--- src/rtl/core/olid_pkg.sv ---
// shared types and codes for the ordered list block
// no dependencies; used by the controller, the top level and the checker
`timescale 1ns / 1ps
package olid_pkg;

  localparam int unsigned DataW = 32;

  typedef enum logic [1:0] {
    REQ_INSERT    = 2'd0,
    REQ_DEL_HEAD  = 2'd1,
    REQ_DEL_TAIL  = 2'd2,
    REQ_DEL_VALUE = 2'd3
  } req_t;

  typedef enum logic [1:0] {
    ST_OK        = 2'd0,
    ST_EMPTY     = 2'd1,
    ST_NOT_FOUND = 2'd2,
    ST_FULL      = 2'd3
  } status_t;

  typedef struct packed {
    logic                    valid;
    status_t                 status;
    logic signed [DataW-1:0] value;
  } result_t;

endpackage

--- src/rtl/core/ordered_list_insert_delete.sv ---
// Ordered list of up to CAPACITY signed 32-bit values kept in arrival order.
// Input channel: in_valid / in_stall with req_type and item_value; an item is
// taken at a clock edge where in_valid is high and in_stall is low.
// Output channel: out_valid / out_stall with status, result_value and
// entry_count; exactly one result item per request item, in order.
// Insert and any request on an empty list go from dispatch straight to the
// result state; delete-tail first reads the last entry; delete-head and
// delete-value search with one read per entry and, on a hit, move each
// remaining entry down one slot, paced by the single read port of the store.
// in_stall is high from accept until the result is handed to the output
// register, so one request is in work at a time; the next request is taken
// while the previous result still waits in the output register.
// A stalled result holds out_valid and its fields steady; if a second result
// is ready meanwhile the sequencer waits for the output register to drain.
// Reset (rst, synchronous, active high) empties the list and drops any pending
// result; the entry store itself is not cleared and needs no clearing pass.
// entry_count reports the count modulo 32.
// Depends on olid_pkg, olid_ctrl and olid_mem.
`timescale 1ns / 1ps
module ordered_list_insert_delete #(
  parameter int unsigned CAPACITY = 16
) (
  input  logic                              clk,
  input  logic                              rst,
  input  logic                              in_valid,
  output logic                              in_stall,
  input  logic [1:0]                        req_type,
  input  logic signed [olid_pkg::DataW-1:0] item_value,
  output logic                              out_valid,
  input  logic                              out_stall,
  output logic [1:0]                        status,
  output logic signed [olid_pkg::DataW-1:0] result_value,
  output logic [4:0]                        entry_count
);
  import olid_pkg::*;

  localparam int unsigned AW = $clog2(CAPACITY);
  localparam int unsigned LW = $clog2(CAPACITY + 1);

  logic              busy;
  logic              slot_free;
  result_t           res;
  logic [LW-1:0]     count;
  logic [LW+4:0]     count_ext;
  logic              wr_en;
  logic [AW-1:0]     wr_addr;
  logic [DataW-1:0]  wr_data;
  logic [AW-1:0]     rd_addr;
  logic [DataW-1:0]  rd_data;

  olid_ctrl #(
    .CAPACITY(CAPACITY),
    .AW      (AW),
    .LW      (LW)
  ) u_ctrl (
    .clk       (clk),
    .rst       (rst),
    .in_valid  (in_valid),
    .req_type  (req_type),
    .item_value(item_value),
    .busy      (busy),
    .slot_free (slot_free),
    .res       (res),
    .count     (count),
    .wr_en     (wr_en),
    .wr_addr   (wr_addr),
    .wr_data   (wr_data),
    .rd_addr   (rd_addr),
    .rd_data   (rd_data)
  );

  olid_mem #(
    .DEPTH(CAPACITY),
    .AW   (AW),
    .DW   (DataW)
  ) u_mem (
    .clk    (clk),
    .wr_en  (wr_en),
    .wr_addr(wr_addr),
    .wr_data(wr_data),
    .rd_addr(rd_addr),
    .rd_data(rd_data)
  );

  assign in_stall  = busy;
  assign slot_free = !out_valid || !out_stall;
  assign count_ext = {5'b0, count};

  // output register parts the sequencer from the receiver
  always_ff @(posedge clk) begin
    if (rst) begin
      out_valid <= 1'b0;
    end else if (res.valid && slot_free) begin
      out_valid <= 1'b1;
    end else if (!out_stall) begin
      out_valid <= 1'b0;
    end
  end

  always_ff @(posedge clk) begin
    if (res.valid && slot_free) begin
      status       <= res.status;
      result_value <= res.value;
      entry_count  <= count_ext[4:0];
    end
  end

endmodule

--- src/rtl/core/olid_mem.sv ---
// single-port-write, single-port-read store for the list entries
// registered read data; depends on nothing
`timescale 1ns / 1ps
module olid_mem #(
  parameter int unsigned DEPTH = 16,
  parameter int unsigned AW    = 4,
  parameter int unsigned DW    = 32
) (
  input  logic          clk,
  input  logic          wr_en,
  input  logic [AW-1:0] wr_addr,
  input  logic [DW-1:0] wr_data,
  input  logic [AW-1:0] rd_addr,
  output logic [DW-1:0] rd_data
);

  logic [DW-1:0] mem [DEPTH];

  always_ff @(posedge clk) begin
    if (wr_en) begin
      mem[wr_addr] <= wr_data;
    end
  end

  always_ff @(posedge clk) begin
    rd_data <= mem[rd_addr];
  end

endmodule

--- src/rtl/core/olid_ctrl.sv ---
// sequencer for the ordered list: walks the entry store one address a cycle
// with one shared equality compare; uses olid_pkg and drives olid_mem
`timescale 1ns / 1ps
module olid_ctrl #(
  parameter int unsigned CAPACITY = 16,
  parameter int unsigned AW       = 4,
  parameter int unsigned LW       = 5
) (
  input  logic                              clk,
  input  logic                              rst,
  input  logic                              in_valid,
  input  logic [1:0]                        req_type,
  input  logic signed [olid_pkg::DataW-1:0] item_value,
  output logic                              busy,
  input  logic                              slot_free,
  output olid_pkg::result_t                 res,
  output logic [LW-1:0]                     count,
  output logic                              wr_en,
  output logic [AW-1:0]                     wr_addr,
  output logic [olid_pkg::DataW-1:0]        wr_data,
  output logic [AW-1:0]                     rd_addr,
  input  logic [olid_pkg::DataW-1:0]        rd_data
);
  import olid_pkg::*;

  typedef enum logic [2:0] {
    S_IDLE,
    S_DISPATCH,
    S_SEARCH,
    S_SHIFT,
    S_TAIL,
    S_OUT
  } state_t;

  state_t              state;
  req_t                kind;
  logic [DataW-1:0]    val;
  logic [LW-1:0]       len;
  logic [LW-1:0]       ptr;
  logic [AW-1:0]       didx;
  logic                pend;
  status_t             res_status;
  logic signed [DataW-1:0] res_value;

  logic issue;
  logic hit;
  logic full;

  assign full  = (len == LW'(CAPACITY));
  assign issue = (ptr < len);
  // shared compare: delete-head matches the first entry unconditionally
  assign hit   = pend && ((kind == REQ_DEL_HEAD) || (rd_data == val));

  always_comb begin
    wr_en   = 1'b0;
    wr_addr = '0;
    wr_data = rd_data;
    rd_addr = ptr[AW-1:0];
    unique case (state)
      S_DISPATCH: begin
        if (kind == REQ_INSERT && !full) begin
          wr_en   = 1'b1;
          wr_addr = len[AW-1:0];
          wr_data = val;
        end
        rd_addr = AW'(len - LW'(1));
      end
      S_SHIFT: begin
        // data in flight belongs one slot above where it lands
        if (pend) begin
          wr_en   = 1'b1;
          wr_addr = didx - AW'(1);
        end
      end
      default: ;
    endcase
  end

  always_ff @(posedge clk) begin
    if (rst) begin
      state <= S_IDLE;
      len   <= '0;
      pend  <= 1'b0;
    end else begin
      unique case (state)
        S_IDLE: begin
          if (in_valid) begin
            kind  <= req_t'(req_type);
            val   <= item_value;
            state <= S_DISPATCH;
          end
        end
        S_DISPATCH: begin
          priority if (kind == REQ_INSERT) begin
            if (full) begin
              res_status <= ST_FULL;
              res_value  <= '0;
            end else begin
              len        <= len + LW'(1);
              res_status <= ST_OK;
              res_value  <= val;
            end
            state <= S_OUT;
          end else if (len == '0) begin
            res_status <= ST_EMPTY;
            res_value  <= '0;
            state      <= S_OUT;
          end else if (kind == REQ_DEL_TAIL) begin
            state <= S_TAIL;
          end else begin
            ptr   <= '0;
            pend  <= 1'b0;
            state <= S_SEARCH;
          end
        end
        S_SEARCH: begin
          pend <= issue;
          didx <= ptr[AW-1:0];
          if (issue) begin
            ptr <= ptr + LW'(1);
          end
          // on a hit the read just issued is the first one the shift needs
          priority if (hit) begin
            res_value <= rd_data;
            state     <= S_SHIFT;
          end else if (!pend && !issue) begin
            res_status <= ST_NOT_FOUND;
            res_value  <= '0;
            state      <= S_OUT;
          end else begin
          end
        end
        S_SHIFT: begin
          pend <= issue;
          didx <= ptr[AW-1:0];
          if (issue) begin
            ptr <= ptr + LW'(1);
          end
          if (!pend && !issue) begin
            len        <= len - LW'(1);
            res_status <= ST_OK;
            state      <= S_OUT;
          end
        end
        S_TAIL: begin
          len        <= len - LW'(1);
          res_status <= ST_OK;
          res_value  <= rd_data;
          state      <= S_OUT;
        end
        S_OUT: begin
          if (slot_free) begin
            state <= S_IDLE;
          end
        end
        default: state <= S_IDLE;
      endcase
    end
  end

  assign busy       = (state != S_IDLE);
  assign res.valid  = (state == S_OUT);
  assign res.status = res_status;
  assign res.value  = res_value;
  assign count      = len;

endmodule

--- config.mk ---
export PLATFORM = sky130hd
export DESIGN_NAME = ordered_list_insert_delete
export DESIGN_NICKNAME = d
export VERILOG_FILES = /design/src/rtl/core/olid_pkg.sv /design/src/rtl/core/ordered_list_insert_delete.sv /design/src/rtl/core/olid_mem.sv /design/src/rtl/core/olid_ctrl.sv
export SDC_FILE = /design/constraint.sdc
export NUM_CORES = 1
export LEC_CHECK = 0
export ABC_AREA = 1
export ABC_CLOCK_PERIOD_IN_PS = 4150
export BUFFER_PORTS_ARGS = -buffer_cell sky130_fd_sc_hd__buf_2
export CORE_MARGIN = 2
export CORE_UTILIZATION = 30
export DETAILED_ROUTE_END_ITERATION = 8
export GPL_ROUTABILITY_DRIVEN = 0
export SLEW_MARGIN = 10
export SYNTH_ARGS = -nofsm -noshare
export SYNTH_HDL_FRONTEND = slang
export SYNTH_SLANG_ARGS = --single-unit
--- constraint.sdc ---
create_clock -name clk -period 4.15 [get_ports clk]
set_input_delay 0.83 -clock clk [delete_from_list [all_inputs] [get_ports clk]]
set_output_delay 0.83 -clock clk [all_outputs]
set_load 0.1 [all_outputs]
# [After elaboration in Yosys (flattened, before gate mapping)]
# Memories as Yosys holds them, arrays and structs flattened. A register that Yosys moved wholly into a read port is not among the register bits.
# Cells that the tools add are included.
[totals] regBits=126 ramBits=512 inputBits=38 out_inout_bits=41 word_cells=118 n_memories=1
[op_classes] n_addsub=4 n_lt_le_gt_ge=1 eq_ne=23 muxes=47 bitwise=1 n_reduce_logical=28
[memory_table] name="u_mem.mem" words=16 word_bits=32 rd=1 rd_ports_with_merged_regs=1 write_ports=1 line_no="olid_mem.sv:17" text="logic [DW-1:0] mem [DEPTH];"
[op_table] operator="two-way mux 32 bit" n=7
[op_table] operator="one-hot mux 32 bit (3 select lines)" n=1
[op_table] operator="two-way mux 5 bit" n=7
[op_table] operator="== test 32 bit" n=1
[op_table] operator="two-way mux 3 bit" n=7
[op_table] operator="one-hot mux 3 bit (6 select lines)" n=1
[op_table] operator="one-hot mux 5 bit (3 select lines)" n=1
[op_table] operator="inequality test 2 bit, second input constant" n=7
[op_table] operator="two-way mux 2 bit" n=6
[op_table] operator="two-way mux 4 bit" n=3
[op_table] operator="AND reduction 4 bit" n=3
[op_table] operator="AND reduction 6 bit" n=2
[op_table] operator="adder 5 x 1 -> 5 bit, second input constant" n=2
[op_table] operator="inequality test 2 x 1 -> 1 bit, second input constant" n=5
[op_table] operator="one-hot mux 5 bit (2 select lines)" n=1
[op_table] operator="two-way mux 1 bit" n=9
[op_table] operator="nonzero test 3 bit" n=3
[op_table] operator="one-hot mux 2 bit (4 select lines)" n=1
[op_table] operator="one-hot mux 4 bit (2 select lines)" n=1
[op_table] operator="== test 3 x 2 -> 1 bit, second input constant" n=2
[op_table] operator="== test 3 bit, second input constant" n=2
[op_table] operator="inequality test 3 x 1 -> 1 bit, second input constant" n=2
[op_table] operator="== test 5 bit, second input constant" n=1
[op_table] operator="logical NOT 1 bit" n=5
[op_table] operator="other kinds (18)" n=24

# [Longest topological paths before layout]
# Gate-level depths: netlist of run 1.
[logic_depth] word_depth=7 ltp_mapped=14 depth_no_buf=13

# [By module]
# Synthesis of run 1 repeated with hierarchy kept, for this count alone.
[hier_totals] cells_unflattened=2678 area_unflattened_um2=28551.1
[modules_own_cells] module="olid_mem" n_inst=1 cells_each=2121 area_each_um2=22738.1 seq_area_each_um2=16015.4
[modules_own_cells] module="olid_ctrl" n_inst=1 cells_each=513 area_each_um2=4598.2 seq_area_each_um2=2492.4
[modules_own_cells] module="ordered_list_insert_delete" n_inst=1 cells_each=44 area_each_um2=1214.9 seq_area_each_um2=1191.1

# [Worst setup path after synthesis of run 1]
# OpenSTA, ideal clock, no wires.
[synth_timing] path_type="reg2reg" start="reg u_ctrl.len[2] (netlist: u_ctrl.count[2])" end="reg u_ctrl.res_value[0] (enable)" setup_ns=0.461 arrival_ns=3.609 required_ns=3.689 slack_ns=0.080 path_stages_with_launch=12 n_path_buf=1 synth_period_minus_slack_ns=4.070 cell_sequence="dfxtp_1 buf_2 inv_1 ha_1 nand2_1 nor2_1 o21ai_0 o211ai_1 nand2_1 nand2_1 a21oi_1 nor3_1"
[synth_between] elab_chain_len=5
[synth_rtl] element="start: declaration" line_no="olid_ctrl.sv:38" text="logic [LW-1:0] len;"
[synth_rtl] element="start signal: assignment" line_no="olid_ctrl.sv:99" text="len <= len + LW'(1);"
[synth_rtl] element="start signal: assignment" line_no="olid_ctrl.sv:140" text="len <= len - LW'(1);"
[synth_rtl] element="start signal: assignment" line_no="olid_ctrl.sv:146" text="len <= len - LW'(1);"
[synth_rtl] element="< comparator 5 bit" line_no="olid_ctrl.sv:50" text="assign issue = (ptr < len);"
[synth_rtl] element="logical NOT 1 bit" line_no="olid_ctrl.sv:126" text="end else if (!pend && !issue) begin"
[synth_rtl] element="logical AND 1 bit" line_no="olid_ctrl.sv:126"
[synth_rtl] element="inequality test 3 x 1 -> 1 bit (no source line)"
[synth_rtl] element="AND reduction 4 bit (no source line) (*)"
[synth_rtl] element="end signal: assignment" line_no="olid_ctrl.sv:101" text="res_value <= val;"
[synth_rtl] element="end signal: assignment" line_no="olid_ctrl.sv:124" text="res_value <= rd_data;"
[synth_rtl] element="end signal: assignment" line_no="olid_ctrl.sv:148" text="res_value <= rd_data;"
[synth_rtl] element="end: declaration" line_no="olid_ctrl.sv:43" text="logic signed [DataW-1:0] res_value;"
# Every way passes the cells marked *; elsewhere a longest branch is shown, timed or not.
# A chain may end at the register's enable or synchronous reset.

# [Worst setup path after layout of run 1]
[layout_timing] start="reg u_ctrl.len[1] (netlist: u_ctrl.count[1])" end="mem u_mem.mem[0][13] (enable)"
[layout_between] elab_chain_len=7
[layout_rtl] element="== test 5 bit" line_no="olid_ctrl.sv:49" text="assign full = (len == LW'(CAPACITY));"
[layout_rtl] element="logical NOT 1 bit" line_no="olid_ctrl.sv:61" text="if (kind == REQ_INSERT && !full) begin"
[layout_rtl] element="logical AND 1 bit" line_no="olid_ctrl.sv:61"
[layout_rtl] element="two-way mux 1 bit" line_no="olid_ctrl.sv:61"
[layout_rtl] element="one-hot mux 1 bit (2 select lines)" line_no="olid_ctrl.sv:59" text="unique case (state)"
[layout_rtl] element="two-way mux 1 bit" line_no="olid_mem.sv:20" text="if (wr_en) begin"
[layout_rtl] element="two-way mux 1 bit (not written as such)" line_no="olid_mem.sv:21" text="mem[wr_addr] <= wr_data;"
[layout_rtl] element="end: declaration" line_no="olid_mem.sv:17"
# Parallel ways exist; a longest one is shown, timed or not.

==> reports/summary.txt, run 1 <==
Drt first pass iters: 5
Remaining routing DRC violations: 0
Synth async-reset ratio: 0
Sort of element at the start of the critical path: flip-flop
Post-synthesis sequential area ratio: 0.7384
Vias per std cell: 4.841
Wire length of the first global-routing pass: 96100 µm
Distinct cells, synth: 39
DRT Wirelength: 63640 µm
Required time of the critical path: 4370 ps
Reg2reg path depth: 9
Total nets after synthesis: 2150
Total number of clock tree sinks: 670
Combined global-route utilization of all metal layers: 0.1380
Met2 WL: 28820 µm
Via count of the first global-routing pass: 15980
Maximum clock path buffer count: 3
Count of input and output buffers: 78
Net count, final: 2250
Number of maximum-capacitance constraint violations: 0
Clock latency at the later pin of the worst-skew pair: 600 ps
Number of antenna cells inserted: 0
Vias after detailed routing: 16550
Core area: 88240 µm²
Overflow left after global routing: 0
Initial standard-cell utilization of the core: 0.3023
Leading register cell type out of synthesis: edfxtp_1
Final critical path time including I/O delays and setup: 3432 ps
Slew at the pin closest to its max-slew limit: 1125 ps
Detailed-routing wirelength on met1: 28660 µm
Clock-pin slew on the worst setup and hold paths: 60 ps
Final core occ: 0.3504
Clock Skews: 23.79 ps
Endpoint arrival time on the critical path: 3650 ps
Met3 wire length: 4263 µm
Headroom to the max-slew limit: 0.2419
Buffer cell driving the clock tree root: clkbuf_16
Critical path class: reg -> reg
Die extent in x: 302.2 µm
Number of synthesized flops with an enable pin: 628
Unrepaired setup endpoints after global routing: false
Final hold violation count: 0
H-tree Lvls: 3
Rows: 109
Post-route antenna net violation count: 0
Number of buffers created by CTS: 67
Cell area after synthesis: 26680 µm²
Sum of internal, switching and leakage power: 23340 µW
Cells after Synth: 2103
Internal reg-to-reg setup slack: 720 ps
Cts-stage hold buffer count: 0
Top routing layer in use: met4
Ratio of cells with drive above 1 in the final layout: 0.1193
Count of state elements after synthesis: 670
Critical path capture point: u_mem.mem[0][13]
DRT iter0 DRCs: 1403
Maximum number of pins on one net before global-route repair: 194
Syn-to-layout area delta: 15.89%
Static leakage: 0.01049 µW
Share of the clock period used by the worst path: 0.8270
Number of setup violations in the final report: 0
Warning count from the yosys run: 0
Drt wl/cell: 18.61 µm
Fin worst setup slack: 718.1 ps
Total die area: 91330 µm²
Crit path launch: u_ctrl.count[1]
Min-delay worst type: in -> reg
Vertical die dimension: 302.2 µm
Mapped Avg Cell Area: 12.69 µm²
Setup Total Neg Slack: 0 ps
# IOs: 79
Max IR drop VDD: 0.6017 mV
Post-cts repair resize count: 0
Max FO, Critical Path: 32
Maximum achievable frequency: 291.4 MHz
Hold path startpoint: item_value[25]
Buffers inserted during post-CTS setup optimization: 0
Worst slack after detailed placement: 789.4 ps
Run status: completed
TritonCTS clock tree: done
Endpoint kind of the worst setup timing path: flip-flop
Final slew viol count: 0
Launch point of the worst reg-to-reg path: u_ctrl.count[1]
Total power density per cell area: 754.8 nW/µm²
Post-DP HPWL: 38300 µm
Reg-to-reg critical path endpoint: u_mem.mem[0][13]
Number of antenna violations at the first check in global routing: 0
report_power, final:
group | switching, µW | internal, µW
clock | 2430 | 3390
sequential | 404 | 8890
combinational | 5980 | 2250
metal layers:
layer / vias up / track usage
met4: 0 / 0.05351
met5: - / 0
met2: 577 / 0.2170
met3: 111 / 0.02227
li1: 7769 / -
met1: 8093 / 0.1916
cells by family (layout without fill, tap and decap cells):
group | count (synthesis) | in the layout | synth area share
AO/OA/AOI/OAI | 617 | 617 | 0.1298
buffers and inverters | 282 | 433 | 0.04470
XOR/XNOR | 29 | 29 | 0.009521
adder cells (fa/ha/maj) | 9 | 9 | 0.004221
flip-flops | 670 | 670 | 0.7384
AND/OR/NAND/NOR | 496 | 496 | 0.07335
worst min path at each step:
stage / to / slack, ps / cells past startpoint
4_1_cts: u_ctrl.val[25] / 380 / 1
3_5_place_dp: result_value[31] / 400 / 0
5_1_grt: u_ctrl.val[25] / 390 / 1
2_1_floorplan: result_value[0] / 400 / 0
6_report: u_ctrl.val[25] / 410 / 1
3_3_place_gp: status[0] / 400 / 0
stage by stage:
stage / instance area, µm² / std cells / hold WS, ps
after floorplan: 26680 / 2103 / 400.3
after global placement: 28820 / 3299 / 401.0
after detailed placement: 28820 / 3299 / 404.5
after CTS: 30920 / 3419 / 378.1
after global routing: 30920 / 3419 / 386.5
final: 30920 / 3419 / 409.4
flip-flops by register name (all words and copies together), names as in the netlist:
name	cells
entry_count	5
out_valid	1
result_value	32
status	2
u_ctrl.count	5
u_ctrl.didx	4
u_ctrl.kind	2
u_ctrl.pend	1
u_ctrl.ptr	5
u_ctrl.res_status	2
u_ctrl.res_value	32
u_ctrl.state	3
u_ctrl.val	32
u_mem.mem	512
u_mem.rd_data	32
area by class of cell:
cell class	instances	area (µm²)
clock inverter	30	240.2
multi-input combinational	1151	5943
sequential	670	19700
timing repair buffer	149	1099
clock buffer	90	1858
fill	8445	57320
tap	1165	1458
inverter	164	620.6
synth_stat cells, drive strengths merged, types with 2 or more instances:
| cell | count | area, µm² |
|---|---|---|
| clkbuf | 44 | 165.2 |
| buf | 74 | 409.1 |
| nand2 | 179 | 681.9 |
| edfxtp | 628 | 18860 |
| xnor2 | 26 | 227.7 |
| ha | 9 | 112.6 |
| o22ai | 2 | 12.51 |
| o21ai | 378 | 1914 |
| a211oi | 4 | 35.03 |
| dfxtp | 42 | 840.8 |
| a21oi | 99 | 495.5 |
| nor2 | 271 | 1027 |
| nand3 | 36 | 192.7 |
| inv | 164 | 618.1 |
| nor3 | 7 | 35.03 |
| o211ai | 129 | 968.4 |
| xor2 | 3 | 26.28 |
critical path, cell delays in order, from the launching register on:
cell and delay, ps:
dfxtp_1 340, inv_1 190, ha_1 230, nand3_1 120, nand2_1 150, nor2_1 100
a21boi_0 670, nand2_1 440, a211oi_4 310, buf_4 490
layout by cell type (no fill, tap or decap), types with 2 or more instances in the layout:
master	instances
buf_2	78
o211ai_1	129
a211oi_1	3
o21ai_4	3
nor3_1	5
a21oi_1	98
clkinv_1	15
o21ai_1	45
nor3_2	2
o22ai_1	2
bufinv_16	4
ha_1	9
buf_4	57
nand3_1	35
inv_2	3
buf_12	14
dfxtp_1	42
xnor2_1	26
clkinvlp_4	2
nor2_4	16
o21ai_0	329
clkbuf_16	71
nor2_1	254
edfxtp_1	628
clkinv_2	8
clkbuf_1	18
inv_1	159
xor2_1	3
inv_4	2
nand2_1	177
No activity file was read; power rests on OpenSTA's default activity.
==> run 2: changes to the inputs <==
ABC_AREA = 0   (was 1)
ABC_CLOCK_PERIOD_IN_PS = 3300   (was 4150)
clock period = 3.3 ns   (was 4.15 ns; I/O delays follow)
==> reports/summary.txt, run 2 <==
Most frequent cells in the layout: 628 x edfxtp_1, 482 x mux2i_1, 78 x buf_2
Sum of internal, switching and leakage power: 20090 µW
Sort of element at the start of the critical path: flip-flop
Most numerous cell in the Yosys netlist: edfxtp_1
TritonCTS clock tree: done
Ratio of cells with drive above 1 in the final layout: 0.1828
Slew at the pin closest to its max-slew limit: 952.6 ps
Synth async-reset ratio: 0
Number of maximum-capacitance constraint violations: 0
Post-cts repair resize count: 0
Endpoint arrival time on the critical path: 3560 ps
# IOs: 79
Syn-to-layout area delta: 17.36%
Non-filler instance count after layout: 2883
Total number of clock tree sinks: 670
Leading register cell type out of synthesis: edfxtp_1
Leading post-synthesis cells by cell area: edfxtp_1 70%, mux2i_1 18%, dfxtp_1 3.1%
Buffers inserted during post-CTS setup optimization: 0
Cells after Synth: 1512
Most common cell after layout, fill and taps aside: edfxtp_1
Clock Skews: 19.82 ps
Critical path class: reg -> reg
Endpoint kind of the worst setup timing path: flip-flop
Core area: 89740 µm²
Max FO, Critical Path: 44
Count of state elements after synthesis: 670
Net count, final: 1698
Rows: 110
Cell area after synthesis: 27070 µm²
Mapped Avg Cell Area: 17.90 µm²
Max FFs per register: 512
Total die area: 92650 µm²
Number of antenna violations at the first check in global routing: 2
Maximum number of pins on one net before global-route repair: 48
Overflow left after global routing: 0
Clock-pin slew on the worst setup and hold paths: 60 ps
Vias per std cell: 4.805
Post-Place Cell Area: 29580 µm²
Vertical die dimension: 304.4 µm
Final-layout fill cell count: 8431
Final slew viol count: 0
Share of the synthesized area in the top cell type: 0.6966
Number of setup violations in the final report: 0
Number of antenna cells inserted: 0
DRT iter0 DRCs: 1011
Cts-stage hold buffer count: 0
Max IR drop VDD: 0.3597 mV
Total power density per cell area: 632.4 nW/µm²
Number of buffers created by CTS: 68
Remaining routing DRC violations: 0
Maximum achievable frequency: 324.3 MHz
Die extent in x: 304.4 µm
Initial standard-cell utilization of the core: 0.3017
Via count of the first global-routing pass: 14010
Drt first pass iters: 5
Share of the clock period used by the worst path: 0.9343
Warning count from the yosys run: 0
Yosys top cell by area: edfxtp_1
Number of synthesized flops with an enable pin: 628
Maximum clock path buffer count: 3
Vias after detailed routing: 13850
Total nets after synthesis: 1559
Combined global-route utilization of all metal layers: 0.1375
Unrepaired setup endpoints after global routing: false
Run status: completed
Post-synthesis sequential area ratio: 0.7277
Buffer cell driving the clock tree root: clkbuf_16
Leading cell types by count after synthesis: 628 x edfxtp_1, 482 x mux2i_1, 44 x nor2_1
Final core occ: 0.3540
Area of all placed cells without fillers: 31770 µm²
Drt wl/cell: 22.32 µm
Distinct cells, synth: 51
Min-delay worst type: in -> reg
Wire length of the first global-routing pass: 94230 µm
Headroom to the max-slew limit: 0.3650
Sequential cell area: 19700 µm²
Clock latency at the later pin of the worst-skew pair: 620 ps
Count of input and output buffers: 78
Area taken by multi-input logic gates: 7059 µm²
Post-route antenna net violation count: 0
Post-DP HPWL: 37290 µm
Final critical path time including I/O delays and setup: 3083 ps
H-tree Lvls: 3
Number of cells in the design after placement: 2757
Most flop-heavy register: u_mem.mem
Final hold violation count: 0
Required time of the critical path: 3780 ps
Static leakage: 0.01127 µW
DRT Wirelength: 64360 µm
## run 2: cell count changes after synthesis, moves of 29 or more
cell,delta
o21ai_0,-320
mux2i_1,+482
nor2_1,-225
nand3_1,-29
buf_2,-33
o211ai_1,-128
a22o_1,+33
clkbuf_1,-31
a21oi_1,-88
mux2_2,+33
inv_1,-149
o21ai_1,-42
nand2_1,-160
## run 2: final timing paths
path | start | to | slack (ps) | depth (start not counted)
min | item_value[22] | u_ctrl.val[22] | 220 | 1
min reg2reg | u_ctrl.res_value[24] | result_value[24] | 420 | 0
max reg2reg | u_ctrl.state[2] | u_mem.rd_data[25] | 220 | 9
max | u_ctrl.state[2] | u_mem.rd_data[25] | 220 | 9
## run 2: cell families after synthesis
| group | count (synthesis) | synth area share |
|---|---|---|
| fa+ha+maj | 9 | 0.004160 |
| mux | 516 | 0.1925 |
| simple gates | 101 | 0.01803 |
| xor+xnor | 41 | 0.01327 |
| flops | 670 | 0.7277 |
| compound gates | 91 | 0.02565 |
| buf+inv | 84 | 0.01872 |
## run 2: per-layer routing
metal / track usage / vias up / wire length, µm / part of all wire
met1: 0.1995 / 7149 / 30330 / 0.47
met4: 0.03995 / 0 / 1446 / 0.022
li1: - / 6196 / - / -
met2: 0.2065 / 412 / 28530 / 0.44
met3: 0.02925 / 97 / 4053 / 0.063
met5: 0 / - / 0 / 0
## run 2: stage by stage
| stage | setup slack [ps] | hold slack [ps] | setup TNS, ps |
|---|---|---|---|
| floorplan | -436.7 | 400.3 | -103820 |
| global placement | 187.0 | 403.6 | 0 |
| detailed placement | 256.4 | 405.4 | 0 |
| CTS | 253.9 | 184.6 | 0 |
| global route | 130.5 | 189.1 | 0 |
| finish | 216.9 | 218.1 | 0 |
## run 2: worst max-delay path: stages (launching register included)
cell     delay, ps
dfxtp_1        410
nor3b_4        560
buf_4          280
nor2_1          80
a21oi_4        150
buf_12         350
buf_4          330
mux2i_1        260
mux2i_1        100
mux2i_1        370
## run 2: area by class of cell
type | count | area share
clock buffer | 84 | 0.05809
clock inverter | 42 | 0.01071
inverter | 10 | 0.001182
multi-input combinational | 758 | 0.2222
sequential | 670 | 0.6201
tap | 1176 | 0.04632
timing repair buffer | 143 | 0.04143
## run 2: power by group
part	total, µW	leakage, µW	switching, µW	internal [µW]
Sequential	10100	0.00602	188	9940
Clock	7570	0.00108	3250	4320
Combinational	2390	0.00417	1510	880
